### config.mk
export PLATFORM = sky130hd
export DESIGN_NAME = reference_satellite_hysteresis_flat
export DESIGN_NICKNAME = d
export VERILOG_FILES = /design/src/rtl/rsh_pkg.sv /design/src/rtl/rsh_in_if.sv /design/src/rtl/rsh_out_if.sv /design/src/rtl/rsh_front.sv /design/src/rtl/rsh_queue.sv /design/src/rtl/rsh_back.sv /design/src/rtl/reference_satellite_hysteresis.sv /design/src/flat_wrapper.sv
export SDC_FILE = /design/constraint.sdc
export NUM_CORES = 1
export LEC_CHECK = 0
export BUFFER_PORTS_ARGS = -buffer_cell sky130_fd_sc_hd__buf_2
export CAP_MARGIN = 40
export CELL_PAD_IN_SITES_DETAIL_PLACEMENT = 2
export CELL_PAD_IN_SITES_GLOBAL_PLACEMENT = 2
export CORE_MARGIN = 4
export CORE_UTILIZATION = 25
export CTS_CLUSTER_DIAMETER = 50
export DETAILED_ROUTE_END_ITERATION = 10
export PLACE_DENSITY = 0.5
export REMOVE_ABC_BUFFERS = 1
export SETUP_SLACK_MARGIN = 0.4
export SYNTH_ARGS = -nofsm -noshare
export SYNTH_HDL_FRONTEND = slang
export SYNTH_SLANG_ARGS = --single-unit
### constraint.sdc
create_clock -name i_clk -period 12.4 [get_ports i_clk]
set_clock_uncertainty 0.2 [all_clocks]
set_input_delay 2.48 -clock i_clk [delete_from_list [all_inputs] [get_ports i_clk]]
set_output_delay 2.48 -clock i_clk [all_outputs]
set_load 0.005 [all_outputs]
### src/rtl/rsh_pkg.sv
package rsh_pkg;

    localparam int SAT_W      = 8;
    localparam int ELEV_W     = 15;
    localparam int STREAK_W   = 8;
    localparam int CFG_IDX_W  = 2;
    localparam int CFG_DATA_W = 15;

    localparam int QUEUE_DEPTH = 4;
    localparam int QPTR_W      = $clog2(QUEUE_DEPTH);
    localparam int QCNT_W      = $clog2(QUEUE_DEPTH + 1);

    localparam logic CMD_START = 1'b0;

    localparam logic [CFG_IDX_W-1:0] CFG_SWITCH_EPOCHS    = 2'd0;
    localparam logic [CFG_IDX_W-1:0] CFG_RETURN_MIN_ELEV  = 2'd1;
    localparam logic [CFG_IDX_W-1:0] CFG_MAX_ELEV_DROP    = 2'd2;
    localparam logic [CFG_IDX_W-1:0] CFG_MIN_SWITCH_ELEV  = 2'd3;

    // request classes
    localparam logic [1:0] KIND_START = 2'd0;  // epoch start, candidates follow
    localparam logic [1:0] KIND_EMPTY = 2'd1;  // epoch start with no candidates
    localparam logic [1:0] KIND_CAND  = 2'd2;  // candidate
    localparam logic [1:0] KIND_CLOSE = 2'd3;  // final candidate of the epoch

    typedef struct packed {
        logic [1:0]               kind;
        logic [SAT_W-1:0]         sat_id;
        logic signed [ELEV_W-1:0] elevation;
        logic                     suspect;
        logic                     dual_freq;
    } t_item;

endpackage

### src/rtl/rsh_in_if.sv
interface rsh_in_if;
    import rsh_pkg::*;

    logic                     valid;
    logic                     ready;
    logic                     cmd;
    logic [SAT_W-1:0]         sat_id;
    logic signed [ELEV_W-1:0] elevation;
    logic                     suspect;
    logic                     dual_freq;
    logic                     last;

    modport source (output valid, cmd, sat_id, elevation, suspect, dual_freq, last,
                    input ready);
    modport sink   (input valid, cmd, sat_id, elevation, suspect, dual_freq, last,
                    output ready);
endinterface

### src/rtl/rsh_out_if.sv
interface rsh_out_if;
    import rsh_pkg::*;

    logic             valid;
    logic             ready;
    logic             valid_res;
    logic [SAT_W-1:0] reference_sat;
    logic             switched;

    modport source (output valid, valid_res, reference_sat, switched, input ready);
    modport sink   (input valid, valid_res, reference_sat, switched, output ready);
endinterface

### src/rtl/rsh_front.sv
module rsh_front (
    input  logic          i_clk,
    input  logic          i_rst_n,
    rsh_in_if.sink        i_req,
    input  logic          i_q_full,
    output logic          o_push,
    output rsh_pkg::t_item o_item
);
    import rsh_pkg::*;

    logic  r_valid;
    t_item r_item;
    t_item n_item;

    assign o_push      = r_valid && !i_q_full;
    assign i_req.ready = !r_valid || !i_q_full;
    assign o_item      = r_item;

    always_comb begin
        n_item.sat_id    = i_req.sat_id;
        n_item.elevation = i_req.elevation;
        n_item.suspect   = i_req.suspect;
        n_item.dual_freq = i_req.dual_freq;
        if (i_req.cmd == CMD_START) begin
            n_item.kind = i_req.last ? KIND_EMPTY : KIND_START;
        end else begin
            n_item.kind = i_req.last ? KIND_CLOSE : KIND_CAND;
        end
    end

    always_ff @(posedge i_clk) begin
        if (!i_rst_n) begin
            r_valid <= 1'b0;
        end else if (i_req.valid && i_req.ready) begin
            r_valid <= 1'b1;
        end else if (o_push) begin
            r_valid <= 1'b0;
        end
    end

    always_ff @(posedge i_clk) begin
        if (i_req.valid && i_req.ready) begin
            r_item <= n_item;
        end
    end
endmodule

### src/rtl/rsh_queue.sv
module rsh_queue (
    input  logic           i_clk,
    input  logic           i_rst_n,
    input  logic           i_push,
    input  rsh_pkg::t_item i_item,
    output logic           o_full,
    input  logic           i_pop,
    output logic           o_head_valid,
    output rsh_pkg::t_item o_head
);
    import rsh_pkg::*;

    t_item             r_mem [QUEUE_DEPTH];
    logic [QPTR_W-1:0] r_wr_ptr;
    logic [QPTR_W-1:0] r_rd_ptr;
    logic [QCNT_W-1:0] r_count;

    assign o_full       = (r_count == QCNT_W'(QUEUE_DEPTH));
    assign o_head_valid = (r_count != '0);
    assign o_head       = r_mem[r_rd_ptr];

    always_ff @(posedge i_clk) begin
        if (!i_rst_n) begin
            r_wr_ptr <= '0;
            r_rd_ptr <= '0;
            r_count  <= '0;
        end else begin
            if (i_push) begin
                r_wr_ptr <= r_wr_ptr + 1'b1;
            end
            if (i_pop) begin
                r_rd_ptr <= r_rd_ptr + 1'b1;
            end
            if (i_push && !i_pop) begin
                r_count <= r_count + 1'b1;
            end else if (!i_push && i_pop) begin
                r_count <= r_count - 1'b1;
            end
        end
    end

    always_ff @(posedge i_clk) begin
        if (i_push) begin
            r_mem[r_wr_ptr] <= i_item;
        end
    end
endmodule

### src/rtl/rsh_back.sv
module rsh_back (
    input  logic                              i_clk,
    input  logic                              i_rst_n,
    input  logic                              i_cfg_we,
    input  logic [rsh_pkg::CFG_IDX_W-1:0]     i_cfg_idx,
    input  logic [rsh_pkg::CFG_DATA_W-1:0]    i_cfg_data,
    input  logic                              i_head_valid,
    input  rsh_pkg::t_item                    i_head,
    output logic                              o_pop,
    rsh_out_if.source                         o_res
);
    import rsh_pkg::*;

    function automatic logic [STREAK_W-1:0] f_sat_inc(input logic [STREAK_W-1:0] v);
        return (v == '1) ? v : v + 1'b1;
    endfunction

    // configuration
    logic [STREAK_W-1:0]      r_switch_epochs;
    logic [ELEV_W-1:0]        r_ret_min;
    logic [ELEV_W-1:0]        r_max_drop;
    logic signed [ELEV_W-1:0] r_min_elev;

    // tracked state
    logic [SAT_W-1:0]    r_cur_ref,    n_cur_ref;
    logic                r_have_ref,   n_have_ref;
    logic [STREAK_W-1:0] r_susp_str,   n_susp_str;
    logic [SAT_W-1:0]    r_ret_sat,    n_ret_sat;
    logic                r_have_ret,   n_have_ret;
    logic [STREAK_W-1:0] r_ret_str,    n_ret_str;
    logic [SAT_W-1:0]    r_nat_ref,    n_nat_ref;
    logic signed [ELEV_W-1:0] r_nat_elev, n_nat_elev;

    // epoch lookups
    logic                     r_cm_found, n_cm_found;
    logic                     r_cm_susp,  n_cm_susp;
    logic signed [ELEV_W-1:0] r_cm_elev,  n_cm_elev;
    logic                     r_any_v,    n_any_v;
    logic [SAT_W-1:0]         r_any_sat,  n_any_sat;
    logic signed [ELEV_W-1:0] r_any_elev, n_any_elev;
    logic                     r_dual_v,   n_dual_v;
    logic [SAT_W-1:0]         r_dual_sat, n_dual_sat;
    logic signed [ELEV_W-1:0] r_dual_elev, n_dual_elev;
    logic                     r_nm_found, n_nm_found;
    logic                     r_nm_susp,  n_nm_susp;

    logic r_close_pend, n_close_pend;

    // output register
    logic             r_o_valid, n_o_valid;
    logic             r_o_res,   n_o_res;
    logic [SAT_W-1:0] r_o_sat,   n_o_sat;
    logic             r_o_sw,    n_o_sw;

    logic emit_ok, close_go, head_blocked, pop, produce;

    // close datapath
    logic                     boot, cvalid, gate, sw_away, cond, nsus, same_ret;
    logic [SAT_W-1:0]         csat, cur1;
    logic signed [ELEV_W-1:0] celev, after_elev;
    logic signed [ELEV_W+1:0] drop_diff, nat_thr;
    logic [STREAK_W-1:0]      ss1, rs;

    assign emit_ok  = !r_o_valid || o_res.ready;
    assign close_go = r_close_pend && emit_ok;

    always_comb begin
        if (r_close_pend) begin
            head_blocked = !emit_ok || (i_head.kind != KIND_START);
        end else begin
            head_blocked = (i_head.kind == KIND_EMPTY) && !emit_ok;
        end
    end

    assign pop   = i_head_valid && !head_blocked;
    assign o_pop = pop;

    always_comb begin
        boot      = !r_have_ref || !r_cm_found;
        ss1       = r_cm_susp ? f_sat_inc(r_susp_str) : '0;
        cvalid    = r_dual_v || r_any_v;
        csat      = r_dual_v ? r_dual_sat : r_any_sat;
        celev     = r_dual_v ? r_dual_elev : r_any_elev;
        drop_diff = (ELEV_W+2)'(r_cm_elev) - (ELEV_W+2)'(celev);
        gate      = (celev >= r_min_elev) &&
                    (drop_diff <= $signed({2'b00, r_max_drop}));
        sw_away   = (ss1 >= r_switch_epochs) && cvalid && (csat != r_cur_ref) && gate;
        cur1      = sw_away ? csat : r_cur_ref;
        after_elev = sw_away ? celev : r_cm_elev;
        nat_thr   = (ELEV_W+2)'(after_elev) + $signed({2'b00, r_ret_min});
        cond      = (r_nat_ref != cur1) && ((ELEV_W+2)'(r_nat_elev) > nat_thr);
        nsus      = !r_nm_found || r_nm_susp;
        same_ret  = !sw_away && r_have_ret && (r_ret_sat == r_nat_ref);
        if (nsus) begin
            rs = '0;
        end else if (same_ret) begin
            rs = f_sat_inc(r_ret_str);
        end else begin
            rs = STREAK_W'(1);
        end
    end

    always_comb begin
        n_cur_ref   = r_cur_ref;
        n_have_ref  = r_have_ref;
        n_susp_str  = r_susp_str;
        n_ret_sat   = r_ret_sat;
        n_have_ret  = r_have_ret;
        n_ret_str   = r_ret_str;
        n_nat_ref   = r_nat_ref;
        n_nat_elev  = r_nat_elev;
        n_cm_found  = r_cm_found;
        n_cm_susp   = r_cm_susp;
        n_cm_elev   = r_cm_elev;
        n_any_v     = r_any_v;
        n_any_sat   = r_any_sat;
        n_any_elev  = r_any_elev;
        n_dual_v    = r_dual_v;
        n_dual_sat  = r_dual_sat;
        n_dual_elev = r_dual_elev;
        n_nm_found  = r_nm_found;
        n_nm_susp   = r_nm_susp;
        n_close_pend = r_close_pend;
        produce     = 1'b0;
        n_o_res     = r_o_res;
        n_o_sat     = r_o_sat;
        n_o_sw      = r_o_sw;

        if (close_go) begin
            n_close_pend = 1'b0;
            produce      = 1'b1;
            n_o_res      = 1'b1;
            if (boot) begin
                n_cur_ref  = r_nat_ref;
                n_have_ref = 1'b1;
                n_susp_str = '0;
                n_have_ret = 1'b0;
                n_ret_str  = '0;
            end else begin
                n_cur_ref  = cur1;
                n_susp_str = sw_away ? '0 : ss1;
                if (cond) begin
                    n_ret_sat  = r_nat_ref;
                    n_have_ret = 1'b1;
                    n_ret_str  = rs;
                    if (rs >= r_switch_epochs) begin
                        n_cur_ref  = r_nat_ref;
                        n_susp_str = '0;
                        n_have_ret = 1'b0;
                        n_ret_str  = '0;
                    end
                end else begin
                    n_have_ret = 1'b0;
                    n_ret_str  = '0;
                end
            end
            n_o_sat = n_cur_ref;
            n_o_sw  = (boot ? r_have_ref : 1'b1) && (n_cur_ref != r_cur_ref);
            n_cm_found = 1'b0; n_cm_susp = 1'b0; n_cm_elev = '0;
            n_any_v    = 1'b0; n_any_sat = '0;   n_any_elev = '0;
            n_dual_v   = 1'b0; n_dual_sat = '0;  n_dual_elev = '0;
            n_nm_found = 1'b0; n_nm_susp = 1'b0;
        end

        if (pop) begin
            if (i_head.kind == KIND_START || i_head.kind == KIND_EMPTY) begin
                n_nat_ref  = i_head.sat_id;
                n_nat_elev = i_head.elevation;
                n_cm_found = 1'b0; n_cm_susp = 1'b0; n_cm_elev = '0;
                n_any_v    = 1'b0; n_any_sat = '0;   n_any_elev = '0;
                n_dual_v   = 1'b0; n_dual_sat = '0;  n_dual_elev = '0;
                n_nm_found = 1'b0; n_nm_susp = 1'b0;
                if (i_head.kind == KIND_EMPTY) begin
                    produce = 1'b1;
                    n_o_res = 1'b0;
                    n_o_sat = '0;
                    n_o_sw  = 1'b0;
                end
            end else begin
                if (r_have_ref && !r_cm_found && i_head.sat_id == r_cur_ref) begin
                    n_cm_found = 1'b1;
                    n_cm_susp  = i_head.suspect;
                    n_cm_elev  = i_head.elevation;
                end
                if (!r_nm_found && i_head.sat_id == r_nat_ref) begin
                    n_nm_found = 1'b1;
                    n_nm_susp  = i_head.suspect;
                end
                if (!i_head.suspect) begin
                    if (!r_any_v || i_head.elevation > r_any_elev) begin
                        n_any_v    = 1'b1;
                        n_any_sat  = i_head.sat_id;
                        n_any_elev = i_head.elevation;
                    end
                    if (i_head.dual_freq &&
                        (!r_dual_v || i_head.elevation > r_dual_elev)) begin
                        n_dual_v    = 1'b1;
                        n_dual_sat  = i_head.sat_id;
                        n_dual_elev = i_head.elevation;
                    end
                end
                if (i_head.kind == KIND_CLOSE) begin
                    n_close_pend = 1'b1;
                end
            end
        end

        n_o_valid = produce || (r_o_valid && !o_res.ready);
    end

    always_ff @(posedge i_clk) begin
        if (!i_rst_n) begin
            r_switch_epochs <= STREAK_W'(3);
            r_ret_min       <= ELEV_W'(873);
            r_max_drop      <= ELEV_W'(31416);
            r_min_elev      <= '0;
            r_cur_ref       <= '0;
            r_have_ref      <= 1'b0;
            r_susp_str      <= '0;
            r_ret_sat       <= '0;
            r_have_ret      <= 1'b0;
            r_ret_str       <= '0;
            r_nat_ref       <= '0;
            r_nat_elev      <= '0;
            r_cm_found      <= 1'b0;
            r_cm_susp       <= 1'b0;
            r_cm_elev       <= '0;
            r_any_v         <= 1'b0;
            r_any_sat       <= '0;
            r_any_elev      <= '0;
            r_dual_v        <= 1'b0;
            r_dual_sat      <= '0;
            r_dual_elev     <= '0;
            r_nm_found      <= 1'b0;
            r_nm_susp       <= 1'b0;
            r_close_pend    <= 1'b0;
            r_o_valid       <= 1'b0;
        end else begin
            if (i_cfg_we) begin
                case (i_cfg_idx)
                    CFG_SWITCH_EPOCHS:   r_switch_epochs <= i_cfg_data[STREAK_W-1:0];
                    CFG_RETURN_MIN_ELEV: r_ret_min       <= i_cfg_data[ELEV_W-1:0];
                    CFG_MAX_ELEV_DROP:   r_max_drop      <= i_cfg_data[ELEV_W-1:0];
                    CFG_MIN_SWITCH_ELEV: r_min_elev      <= $signed(i_cfg_data[ELEV_W-1:0]);
                    default: ;
                endcase
            end
            r_cur_ref    <= n_cur_ref;
            r_have_ref   <= n_have_ref;
            r_susp_str   <= n_susp_str;
            r_ret_sat    <= n_ret_sat;
            r_have_ret   <= n_have_ret;
            r_ret_str    <= n_ret_str;
            r_nat_ref    <= n_nat_ref;
            r_nat_elev   <= n_nat_elev;
            r_cm_found   <= n_cm_found;
            r_cm_susp    <= n_cm_susp;
            r_cm_elev    <= n_cm_elev;
            r_any_v      <= n_any_v;
            r_any_sat    <= n_any_sat;
            r_any_elev   <= n_any_elev;
            r_dual_v     <= n_dual_v;
            r_dual_sat   <= n_dual_sat;
            r_dual_elev  <= n_dual_elev;
            r_nm_found   <= n_nm_found;
            r_nm_susp    <= n_nm_susp;
            r_close_pend <= n_close_pend;
            r_o_valid    <= n_o_valid;
        end
    end

    always_ff @(posedge i_clk) begin
        r_o_res <= n_o_res;
        r_o_sat <= n_o_sat;
        r_o_sw  <= n_o_sw;
    end

    assign o_res.valid         = r_o_valid;
    assign o_res.valid_res     = r_o_res;
    assign o_res.reference_sat = r_o_sat;
    assign o_res.switched      = r_o_sw;
endmodule

### src/rtl/reference_satellite_hysteresis.sv
// Reference satellite selector with hysteresis. Requests enter an input
// register that classifies them (epoch start, empty epoch, candidate, final
// candidate) and a four-entry queue; the back end updates the epoch lookups
// at one request per cycle unless a stalled output or a pending close holds
// it; the final candidate sets a pending close, which is carried out once
// the output register can take the result, and the start of the next epoch
// is taken in the same cycle as the close. A candidate that follows a close
// without a start request, or an empty epoch that follows a close, waits
// until the close is done. Results leave through a registered output. The
// user must write configuration through the plain write port only while no
// epoch is in flight; the block itself does not enforce this.
module reference_satellite_hysteresis (
    input  logic                           i_clk,
    input  logic                           i_rst_n,
    input  logic                           i_cfg_we,
    input  logic [rsh_pkg::CFG_IDX_W-1:0]  i_cfg_idx,
    input  logic [rsh_pkg::CFG_DATA_W-1:0] i_cfg_data,
    rsh_in_if.sink                         i_req,
    rsh_out_if.source                      o_res
);
    import rsh_pkg::*;

    logic  push, q_full, pop, head_valid;
    t_item front_item, head_item;

    rsh_front u_front (
        .i_clk    (i_clk),
        .i_rst_n  (i_rst_n),
        .i_req    (i_req),
        .i_q_full (q_full),
        .o_push   (push),
        .o_item   (front_item)
    );

    rsh_queue u_queue (
        .i_clk        (i_clk),
        .i_rst_n      (i_rst_n),
        .i_push       (push),
        .i_item       (front_item),
        .o_full       (q_full),
        .i_pop        (pop),
        .o_head_valid (head_valid),
        .o_head       (head_item)
    );

    rsh_back u_back (
        .i_clk        (i_clk),
        .i_rst_n      (i_rst_n),
        .i_cfg_we     (i_cfg_we),
        .i_cfg_idx    (i_cfg_idx),
        .i_cfg_data   (i_cfg_data),
        .i_head_valid (head_valid),
        .i_head       (head_item),
        .o_pop        (pop),
        .o_res        (o_res)
    );
endmodule

### src/flat_wrapper.sv
// flat-port wrapper written by rule: the top's interface ports become plain ports
module reference_satellite_hysteresis_flat import rsh_pkg::*;
  (i_clk, i_rst_n, i_cfg_we, i_cfg_idx, i_cfg_data, i_req_valid, i_req_cmd, i_req_sat_id, i_req_elevation, i_req_suspect, i_req_dual_freq, i_req_last, i_req_ready, o_res_valid, o_res_valid_res, o_res_reference_sat, o_res_switched, o_res_ready);
  rsh_in_if i_req_i ();
  rsh_out_if o_res_i ();
  input  logic i_clk;
  input  logic i_rst_n;
  input  logic i_cfg_we;
  input  logic [rsh_pkg::CFG_IDX_W-1:0] i_cfg_idx;
  input  logic [rsh_pkg::CFG_DATA_W-1:0] i_cfg_data;
  input wire logic [$bits(i_req_i.valid)-1:0] i_req_valid;
  input wire logic [$bits(i_req_i.cmd)-1:0] i_req_cmd;
  input wire logic [$bits(i_req_i.sat_id)-1:0] i_req_sat_id;
  input wire logic [$bits(i_req_i.elevation)-1:0] i_req_elevation;
  input wire logic [$bits(i_req_i.suspect)-1:0] i_req_suspect;
  input wire logic [$bits(i_req_i.dual_freq)-1:0] i_req_dual_freq;
  input wire logic [$bits(i_req_i.last)-1:0] i_req_last;
  output wire logic [$bits(i_req_i.ready)-1:0] i_req_ready;
  output wire logic [$bits(o_res_i.valid)-1:0] o_res_valid;
  output wire logic [$bits(o_res_i.valid_res)-1:0] o_res_valid_res;
  output wire logic [$bits(o_res_i.reference_sat)-1:0] o_res_reference_sat;
  output wire logic [$bits(o_res_i.switched)-1:0] o_res_switched;
  input wire logic [$bits(o_res_i.ready)-1:0] o_res_ready;
  assign i_req_i.valid = i_req_valid;
  assign i_req_i.cmd = i_req_cmd;
  assign i_req_i.sat_id = i_req_sat_id;
  assign i_req_i.elevation = i_req_elevation;
  assign i_req_i.suspect = i_req_suspect;
  assign i_req_i.dual_freq = i_req_dual_freq;
  assign i_req_i.last = i_req_last;
  assign i_req_ready = i_req_i.ready;
  assign o_res_valid = o_res_i.valid;
  assign o_res_valid_res = o_res_i.valid_res;
  assign o_res_reference_sat = o_res_i.reference_sat;
  assign o_res_switched = o_res_i.switched;
  assign o_res_i.ready = o_res_ready;
  reference_satellite_hysteresis u_core (.i_clk(i_clk), .i_rst_n(i_rst_n), .i_cfg_we(i_cfg_we), .i_cfg_idx(i_cfg_idx), .i_cfg_data(i_cfg_data), .i_req(i_req_i), .o_res(o_res_i));
endmodule
* Yosys cells after proc, flatten, opt, wreduce, memory -nomap -nowiden
Memories as Yosys holds them, arrays and structs flattened. A register that Yosys moved wholly into a read port is not among the register bits.
Index checks and enable logic that the tools add are counted.
** Storage, ports and cells
- Register bits after elaboration :: 224
- Latch bits :: 0
- Memory bits (writable) :: 108
- ROM bits :: 0
- Input port bits :: 49
- Output and inout bits :: 12
- Logic and storage cells :: 231
- Memories :: 1
** Cells by class
- $add $sub $neg :: 8
- Multiply operators :: 0
- Div/mod/pow operators :: 0
- Order comparisons :: 7
- Equality and inequality tests :: 14
- Shift-type cells :: 0
- Mux-type cells :: 106
- Bitwise gates (word level) :: 1
- Reduce and logical (&&, ||, !) cells :: 57
** Memory list
- u_core.u_queue.r_mem :: depth 4, width 27, rd ports 1, clocked after memory_dff 1, write ports 1, line rsh_queue.sv:13 : t_item r_mem [QUEUE_DEPTH];
** Operators by type and width (count)
- two-way mux 8 bit :: 32
- two-way mux 15 bit :: 16
- two-way mux 1 bit :: 53
- > comparator 15 bit :: 2
- == test 8 bit :: 3
- != test 8 bit :: 3
- logical AND 1 bit :: 20
- adder 15 x 16 -> 17 bit :: 1
- > comparator 15 x 17 -> 1 bit :: 1
- adder 8 x 1 -> 8 bit (second input constant) :: 2
- == test 8 bit (second input constant) :: 2
- greater-or-equal comparator 8 bit :: 2
- less-or-equal comparator 16 bit :: 1
- subtractor 15 x 15 -> 16 bit :: 1
- greater-or-equal comparator 15 bit :: 1
- zero test 1 bit :: 14
- AND reduction 2 bit :: 6
- logical OR 1 bit :: 10
- == test 2 bit (second input constant) :: 3
- two-way mux 2 bit :: 3
- two-way mux 3 bit :: 2
- nonzero test 2 bit :: 3
- adder 2 x 1 -> 2 bit (second input constant) :: 2
- == test 2 x 1 -> 1 bit (second input constant) :: 2
- other kinds (7) :: 8

* Logic depth before layout (Yosys ltp)
Gate-level depths: netlist of the first run.
- Depth in word-level cells :: 23
- Gate-level depth with buffers :: 57
- Depth with buffers taken out :: 49

* By module
From an unflattened synthesis of the first run, not the netlist that was laid out.
** Second synthesis, totals
- Cells, all modules :: 1701
- Area, all modules :: 17366.7 µm²
** By module, submodules not included
- rsh_back :: times used 1, cells each 1484, area an instance 12115.4 µm², seq. area each 3783.6 µm²
- rsh_queue :: times used 1, cells each 184, area an instance 4390.5 µm², seq. area each 3423.3 µm²
- rsh_front :: times used 1, cells each 33, area an instance 860.8 µm², seq. area each 830.8 µm²

* Least setup slack after synthesis of the first run
Ideal clock, no wire load.
- Kind :: flip-flop to flip-flop
- Start :: register u_core.u_back.r_dual_v
- End :: register u_core.u_back.r_ret_str[0]
- Library setup time :: 0.118 ns
- Data arrival time :: 10.184 ns
- Data required time :: 12.082 ns
- Path slack :: 1.898 ns
- Cell stages (with the launch flop) :: 55
- Path buffers :: 9
- Period minus slack after synthesis :: 10.502 ns
- Path through :: dfxtp_1 buf_6 buf_1 clkbuf_1 mux2i_1 inv_1 ha_1 fa_1 nor2b_1 o21ai_0 a21boi_0 o21ai_0 a21boi_0 o21ai_0 a21boi_0 o21ai_0 nand2b_1 a31o_2 [... 19 more ...] nand2_1 a21oi_1 o21ai_0 o41ai_1 nor2_1 a211oi_1 o21ai_0 xnor2_1 ha_1 a211oi_1 o211ai_1 a31oi_1 nor3_1 buf_4 and2_1 buf_6 a32oi_1 nor2b_1
** Between the ends
- Word-level cells in the longest chain between the ends :: 14
- Elaborated cells on any way between the ends :: 26
- Classes of those cells :: add/sub: 2; order compare: 4; eq/ne: 2; mux: 9; reduce/logical: 9
** Ends and longest elaborated chain
- from (decl) :: line rsh_back.sv:41 : logic r_dual_v, n_dual_v;
- from (signal assigned) :: line rsh_back.sv:262 : r_dual_v <= n_dual_v;
- branches (longest 12 deep; another with adder 15 x 16 -> 17 bit)
- two-way mux 8 bit * :: line rsh_back.sv:142 : if (cond) begin
- two-way mux 8 bit * :: line rsh_back.sv:133 : if (boot) begin
- to (signal assigned) :: line rsh_back.sv:253 : r_ret_str <= n_ret_str;
- to (decl) :: line rsh_back.sv:30 : logic [STREAK_W-1:0] r_ret_str, n_ret_str;
Mark *: on every way between the ends.
A chain may end at the register's enable or synchronous reset.

* Worst setup path after layout of the first run
Ends and elaborated chain as after synthesis.

==> reports/metrics.yaml, run 1 <==
power:
  p_clk_frac: 0.348
  vdd_ir_drop_max_v: 0.000108
  power_leakage_nw: 7.56
  intPower_mw: 2.72
  seqPwrFrac: 0.324
  p_total_mw: 4.18
  p_sw_mw: 1.46
  swShare: 0.350
  combPwrFrac: 0.328
  power_density_mw_per_mm2: 208
yosys:
  syn_inst: 1620
  synth_fa_ha_area_frac: 0.101
  synth_top_family_by_area: "compound AO/OA/AOI/OAI gates"
  synthMuxAreaShare: 0.0752
  synth-xor-area-share: 0.0377
  synth-simple-area-share: 0.125
  synth_async_sr_flop_share: 0
  syn_avg_cell_area_um2: 10.5
  yosysSeqAreaShare: 0.473
  synth_area_mm2: 0.0170
  synth_edf_count: 135
  yosys_warnings: 0
  ys.flop_type: "dfxtp_1"
  yosysUniqueCellTypes: 70
  synth_compound_area_frac: 0.141
  ys_seq_elements: 334
grt:
  grt_max_degree: 59
  antenna_found_initial: 1
  grt_pass1_vias: 13229
  overflow: 0
  grtUsageTotal: 0.141
  grt_first_pass_wirelength_um: 79100
setup_path:
  start_kind: "register"
  cp_common_cell: "o21ai_0"
  path_max_fanout: 25
  endpoint_kind: "register"
  crit_arrival_ps: 11140
  r2r_setup_slack_ps: 1540
  critPathMaxStageDelay_ps: 650
  crit_required_ps: 12680
  crit_slowest_cell: "mux2i_1"
  crit_type: "reg -> reg"
timing:
  max_freq_mhz: 92.1
  fin_tns_setup_ps: 0
  period_minus_slack_ps: 10860
  tightest_slew_ps: 814
  rsz0062_at_grt: "no"
  finalHoldViolations: 0
  finalCritPeriodShare: 0.876
  finalSetupViolCount: 0
  slew_viol_final: 0
  slew_headroom: 0.457
drt:
  ant_nets: 0
  drtPass1Iterations: 6
  viasPerCell: 4.68
  drc: 0
  wl_per_cell_um: 19.4
  wl_met3_um: 1230
  vias: 12171
  drt_iter0_drc: 425
  wl_met2_um: 22900
  totalWireLength_um: 50400
  met1Wirelength_um: 25300
  top_layer: "met4"
cells_and_area:
  final_cell_mix: "dfxtp_1 (198), nand2_1 (148), edfxtp_1 (135)"
  drive_gt1_frac: 0.136
  multi_input_area_mm2: 0.00821
  seq_area_mm2: 0.00804
  mostFrequentLayoutCell: "dfxtp_1"
  nets: 1868
  n_fill_cell: 7310
  num_antenna_cells: 0
  area_growth_pct: 18.4
die:
  start_util: 0.252
  die_x_um: 269
  core-area_mm2: 0.0673
  dieHeight_um: 269
  dieArea_mm2: 0.0721
  placementRows: 95
  ioPinCount: 61
clock_network:
  clk_latency_ps: 600
  cts_root_buffer: "clkbuf_16"
  numCtsBuffers: 51
  tritoncts: "yes"
  clk_path_buf_depth: 3
  cts_resized: 0
  htreeDepth: 2
  path_clk_slew_ps: 60
  cts_sinks: 334
placement:
  hpwl_um: 37200
  gp_congestion: 0.755
  numPortBuffers: 60
worst_hold_path:
  hp-class: "reg -> reg"
outcome:
  status: "completed"
run:
  cap_violations: 0
metrics by stage:
stage          area, um^2  hold WS, ps  utilization  worst slack (ps)  instances
2_1_floorplan       16600          235            -               837       1543
3_3_place_gp        18200          244        0.271              1500       2495
3_5_place_dp        18300          249        0.272              1210       2502
4_1_cts             20100          263        0.298              1170       2598
5_1_grt             20100          287        0.299               607       2601
6_report            20100          259        0.299              1540       2601
worst paths after layout:
path                                          from                                 endpoint  cells past startpoint
max              u_core.u_back.r_dual_v$_SDFF_PN0_  u_core.u_back.r_ret_str[0]$_SDFFE_PN0P_                     45
min          u_core.u_back.o_res.valid_res$_DFF_P_    u_core.u_back.o_res.valid_res$_DFF_P_                      1
max reg2reg      u_core.u_back.r_dual_v$_SDFF_PN0_  u_core.u_back.r_ret_str[0]$_SDFFE_PN0P_                     45
min reg2reg  u_core.u_back.o_res.valid_res$_DFF_P_    u_core.u_back.o_res.valid_res$_DFF_P_                      1
per-layer routing:
| metal | GRT usage | up-vias |
|---|---|---|
| li1 | - | 5933 |
| met1 | 0.198 | 6056 |
| met2 | 0.230 | 123 |
| met3 | 0.0198 | 59 |
| met4 | 0.0339 | 0 |
| met5 | 0 | - |
registers in the layout (all words and copies together) (netlist names), 15 cells and up, named ones only:
name and cells:
u_core.u_back.r_max_drop 15, u_core.u_queue.r_mem 108, u_core.u_back.r_any_elev 15, u_core.u_back.r_dual_elev 15
u_core.u_back.r_nat_elev 15, u_core.u_back.r_cm_elev 15, u_core.u_front.o_item 27, u_core.u_back.r_ret_min 15
u_core.u_back.r_min_elev 15
worst max-delay path: cells and delay by family, from the launching register on:
kind | cells | cell delay (ps)
AO/OA/AOI/OAI | 26 | 5950
adder cells (fa/ha/maj) | 4 | 1220
flip-flops | 1 | 400
AND/OR/NAND/NOR | 9 | 1220
XOR/XNOR | 2 | 260
buffers and inverters | 3 | 800
multiplexers | 1 | 650
what timing repair did:
| item | CTS | global route |
|---|---|---|
| setup buffers | 0 | 3 |
| hold buffers | 0 | 0 |
| endpoints found under the setup margin | 0 | 7 |
power groups by stage:
stage	sequential [mW]	combinational, mW	clock [mW]
floorplan	1.38	0.926	0
global placement	1.38	1.36	0
detailed placement	1.38	1.41	0
CTS	1.36	1.41	1.51
global route	1.37	1.56	1.56
finish	1.36	1.37	1.45
final cells by class:
cell class              instances  share of cell area
multi-input cells            1088               0.408
flip-flops and latches        334               0.400
clock buffers                  60              0.0677
well taps                     873              0.0543
repair buffers                 89              0.0281
inverters                     121              0.0226
clock inverters                36              0.0189
Yosys cell counts (all sizes together), types with 27 or more instances:
library cell | n | area [um^2]
dfxtp | 199 | 3980
a21boi | 41 | 308
inv | 121 | 454
o21ai | 60 | 300
mux4 | 27 | 608
nor2b | 69 | 432
mux2i | 62 | 632
xnor2 | 56 | 490
ha | 131 | 1640
nor2 | 70 | 265
clkbuf | 63 | 236
a21oi | 98 | 502
nand3 | 48 | 240
a22o | 46 | 403
nand2 | 149 | 559
edfxtp | 135 | 4050
logic make-up (layout without fill, tap and decap cells):
kind of cell / count (synthesis) / after routing
AND/OR/NAND/NOR: 431 / 431
AO/OA/AOI/OAI: 357 / 357
flip-flops: 334 / 334
buffers and inverters: 198 / 306
adder cells (fa/ha/maj): 135 / 135
multiplexers: 92 / 92
XOR/XNOR: 73 / 73
Note: power is estimated with default switching activity, not from simulation.
==> run 2, diff against run 1 <==
Settings changed: CELL_PAD_IN_SITES_DETAIL_PLACEMENT 2 to not set, CELL_PAD_IN_SITES_GLOBAL_PLACEMENT 2 to not set, PLACE_DENSITY 0.5 to 0.36.
==> run 2 against run 1 <==
Net effect:
- non-clock buffer count fell by 6
- worst hold slack better by 4.6 ps
- setup slack improved by 290 ps
- clock power increased by 5%
- flip-flop and latch count unchanged
- largest cell class unchanged
==> reports/metrics.yaml, run 2 (same netlist as run 1, synthesis figures left out) <==
placement:
  dp_slack_ps: 1770  # was 1210 ps
  gp_congestion: 0.789  # was 0.755
  numPortBuffers: 60  # unchanged
  hpwl_um: 33000  # was 37200 um
clock_network:
  htreeDepth: 2  # unchanged
  tritoncts: "yes"  # unchanged
  clk_latency_ps: 590  # was 600 ps
  cts_sinks: 334  # unchanged
  cts_resized: 0  # unchanged
  cts_root_buffer: "clkbuf_16"  # unchanged
  path_clk_slew_ps: 60  # about the same
  cts_setup_buffers: 0  # unchanged
  cts_hold_buf: 0  # unchanged
  clk_path_buf_depth: 3  # unchanged
  numCtsBuffers: 52  # was 51
drt:
  totalWireLength_um: 45900  # was 50400 um
  drc: 0  # unchanged
  vias: 11785  # was 12.2k
  wl_per_cell_um: 17.7  # was 19.4 um
  ant_nets: 0  # unchanged
  drt_iter0_drc: 701  # was 425
  viasPerCell: 4.54  # was 4.68
  drtPass1Iterations: 5  # was 6
die:
  ioPinCount: 61  # unchanged
  dieArea_mm2: 0.0721  # unchanged
  die_x_um: 269  # unchanged
  placementRows: 95  # unchanged
  dieHeight_um: 269  # unchanged
  core-area_mm2: 0.0673  # unchanged
  start_util: 0.252  # unchanged
timing:
  finalSetupViolCount: 0  # unchanged
  max_freq_mhz: 94.6  # was 92.1 MHz
  period_minus_slack_ps: 10570  # was 10860 ps
  tightest_slew_ps: 869  # was 814 ps
  final.setup.worst_slack_ps: 1830  # was 1540 ps
  slew_headroom: 0.419  # was 0.457
  slew_viol_final: 0  # unchanged
  holdWs_ps: 264  # was 259 ps
  rsz0062_at_grt: "no"  # unchanged
  finalCritPeriodShare: 0.853  # was 0.876
  fin_tns_setup_ps: 0  # unchanged
  finalHoldViolations: 0  # unchanged
setup_path:
  r2r_setup_slack_ps: 1830  # was 1540 ps
  crit_family: "compound AO/OA/AOI/OAI gates"  # unchanged
  crit_required_ps: 12650  # was 12680 ps
  crit_type: "reg -> reg"  # unchanged
  start_kind: "register"  # unchanged
  cp_common_cell: "o21ai_0"  # unchanged
  rr_startpoint: "u_core.u_back.r_dual_v$_SDFF_PN0_"  # unchanged
  critPathMaxStageDelay_ps: 470  # was 650 ps
  worst-path-buf-inv: 3  # unchanged
  path_max_fanout: 43  # was 25
  rr_worst_depth: 47  # was 45
  r2r-end: "u_core.u_back.r_ret_str[0]$_SDFFE_PN0P_"  # unchanged
  crit_arrival_ps: 10830  # was 11140 ps
  endpoint_kind: "register"  # unchanged
  crit_slowest_cell: "buf_4"  # was mux2i_1
grt:
  grt_max_degree: 65  # was 59
  grt_first_pass_wirelength_um: 71400  # was 79100 um
  overflow: 0  # unchanged
  antenna_found_initial: 0  # was 1
  grtUsageTotal: 0.127  # was 0.141
  grt_pass1_vias: 11989  # was 13.2k
cells_and_area:
  area_growth_pct: 18.9  # was 18.4%
  largest_register_ffs: 108  # unchanged
  nets: 1863  # was 1868
  mostFrequentLayoutCell: "dfxtp_1"  # unchanged
  drive_gt1_frac: 0.132  # was 0.136
  multi_input_area_mm2: 0.00821  # unchanged
  num_antenna_cells: 0  # unchanged
  seq_area_mm2: 0.00804  # unchanged
  final_cell_mix: "dfxtp_1 (198), nand2_1 (148), edfxtp_1 (135)"  # unchanged
  largest-register: "u_core.u_queue.r_mem"  # unchanged
  n_fill_cell: 6917  # was 7310
outcome:
  status: "completed"  # unchanged
power:
  power_leakage_nw: 7.61  # was 7.56 nW
  p_total_mw: 4.21  # was 4.18 mW
  power_density_mw_per_mm2: 209  # was 208 mW/mm^2
  vdd_ir_drop_max_v: 0.000100  # was 0.000108 V
run:
  cap_violations: 0  # unchanged
worst_hold_path:
  hold_start: "u_core.u_back.r_nm_found$_SDFF_PN0_"  # was u_core.u_back.o_res.valid_res$_DFF_P_
  hold_path_depth: 2  # was 1
  hp-class: "reg -> reg"  # unchanged
  holdPathEnd: "u_core.u_back.r_nm_found$_SDFF_PN0_"  # was u_core.u_back.o_res.valid_res$_DFF_P_
[run 2: changes by cell type in the layout (fill, tap and decap cells not counted), sizes merged]
| cell | change |
|---|---|
| inv | -7 |
| clkinv | +3 |
| clkbuf | +8 |
| buf | -6 |
| bufinv | +3 |
| clkinvlp | -7 |
[run 2: worst register-to-register path, delay by kind of cell (launching register included)]
kind / cells / cell delay, ps
flip-flops: 1 / 450
buffers and inverters: 3 / 780
XOR/XNOR: 2 / 300
multiplexers: 1 / 350
AND/OR/NAND/NOR: 9 / 1220
adder cells (fa/ha/maj): 5 / 1420
AO/OA/AOI/OAI: 27 / 5750
[run 2: cell type report]
class | instances | share of cell area
Tap cell | 873 | 0.0541
Sequential cell | 334 | 0.398
Multi-Input combinational cell | 1088 | 0.407
Clock inverter | 28 | 0.0181
Timing Repair Buffer | 83 | 0.0274
Clock buffer | 68 | 0.0729
Inverter | 121 | 0.0225
[run 2: layer usage]
layer / routed length, um / track usage / up-vias
met3: 1620 / 0.0208 / 62
li1: - / - / 5938
met5: 0 / 0 / -
met2: 20200 / 0.201 / 173
met1: 22900 / 0.179 / 5612
met4: 1110 / 0.0414 / 0
[run 2: how the worst max path moves through the flow]
| stage | from | end | slack [ps] | depth (start not counted) |
|---|---|---|---|---|
| final | u_core.u_back.r_dual_v$_SDFF_PN0_ | u_core.u_back.r_ret_str[0]$_SDFFE_PN0P_ | 1830 | 47 |
| after global routing | u_core.u_back.r_dual_v$_SDFF_PN0_ | u_core.u_back.r_ret_str[0]$_SDFFE_PN0P_ | 550 | 47 |
| after floorplan | u_core.u_back.r_dual_v$_SDFF_PN0_ | u_core.u_back.o_res.switched$_DFF_P_ | 840 | 46 |
| after detailed placement | u_core.u_back.r_dual_v$_SDFF_PN0_ | u_core.u_back.r_ret_str[0]$_SDFFE_PN0P_ | 1770 | 47 |
| after global placement | u_core.u_back.r_dual_v$_SDFF_PN0_ | u_core.u_back.o_res.switched$_DFF_P_ | 1730 | 46 |
| after CTS | u_core.u_back.r_dual_v$_SDFF_PN0_ | u_core.u_back.r_ret_str[0]$_SDFFE_PN0P_ | 1730 | 47 |
[run 2: metrics by stage]
stage / instances / utilization / cell area [um^2]
after detailed placement: 2499 / 0.273 / 18300
after CTS: 2595 / 0.300 / 20200
final: 2595 / 0.300 / 20200
after global placement: 2491 / 0.271 / 18200
after floorplan: 1543 / - / 16600
after global routing: 2595 / 0.300 / 20200
[run 2: power by group]
| group | leakage, nW | switching, mW | total, mW | internal [mW] |
|---|---|---|---|---|
| sequential | 2.86 | 0.109 | 1.37 | 1.26 |
| clock | 0.908 | 0.538 | 1.52 | 0.981 |
| combinational | 3.83 | 0.751 | 1.32 | 0.570 |
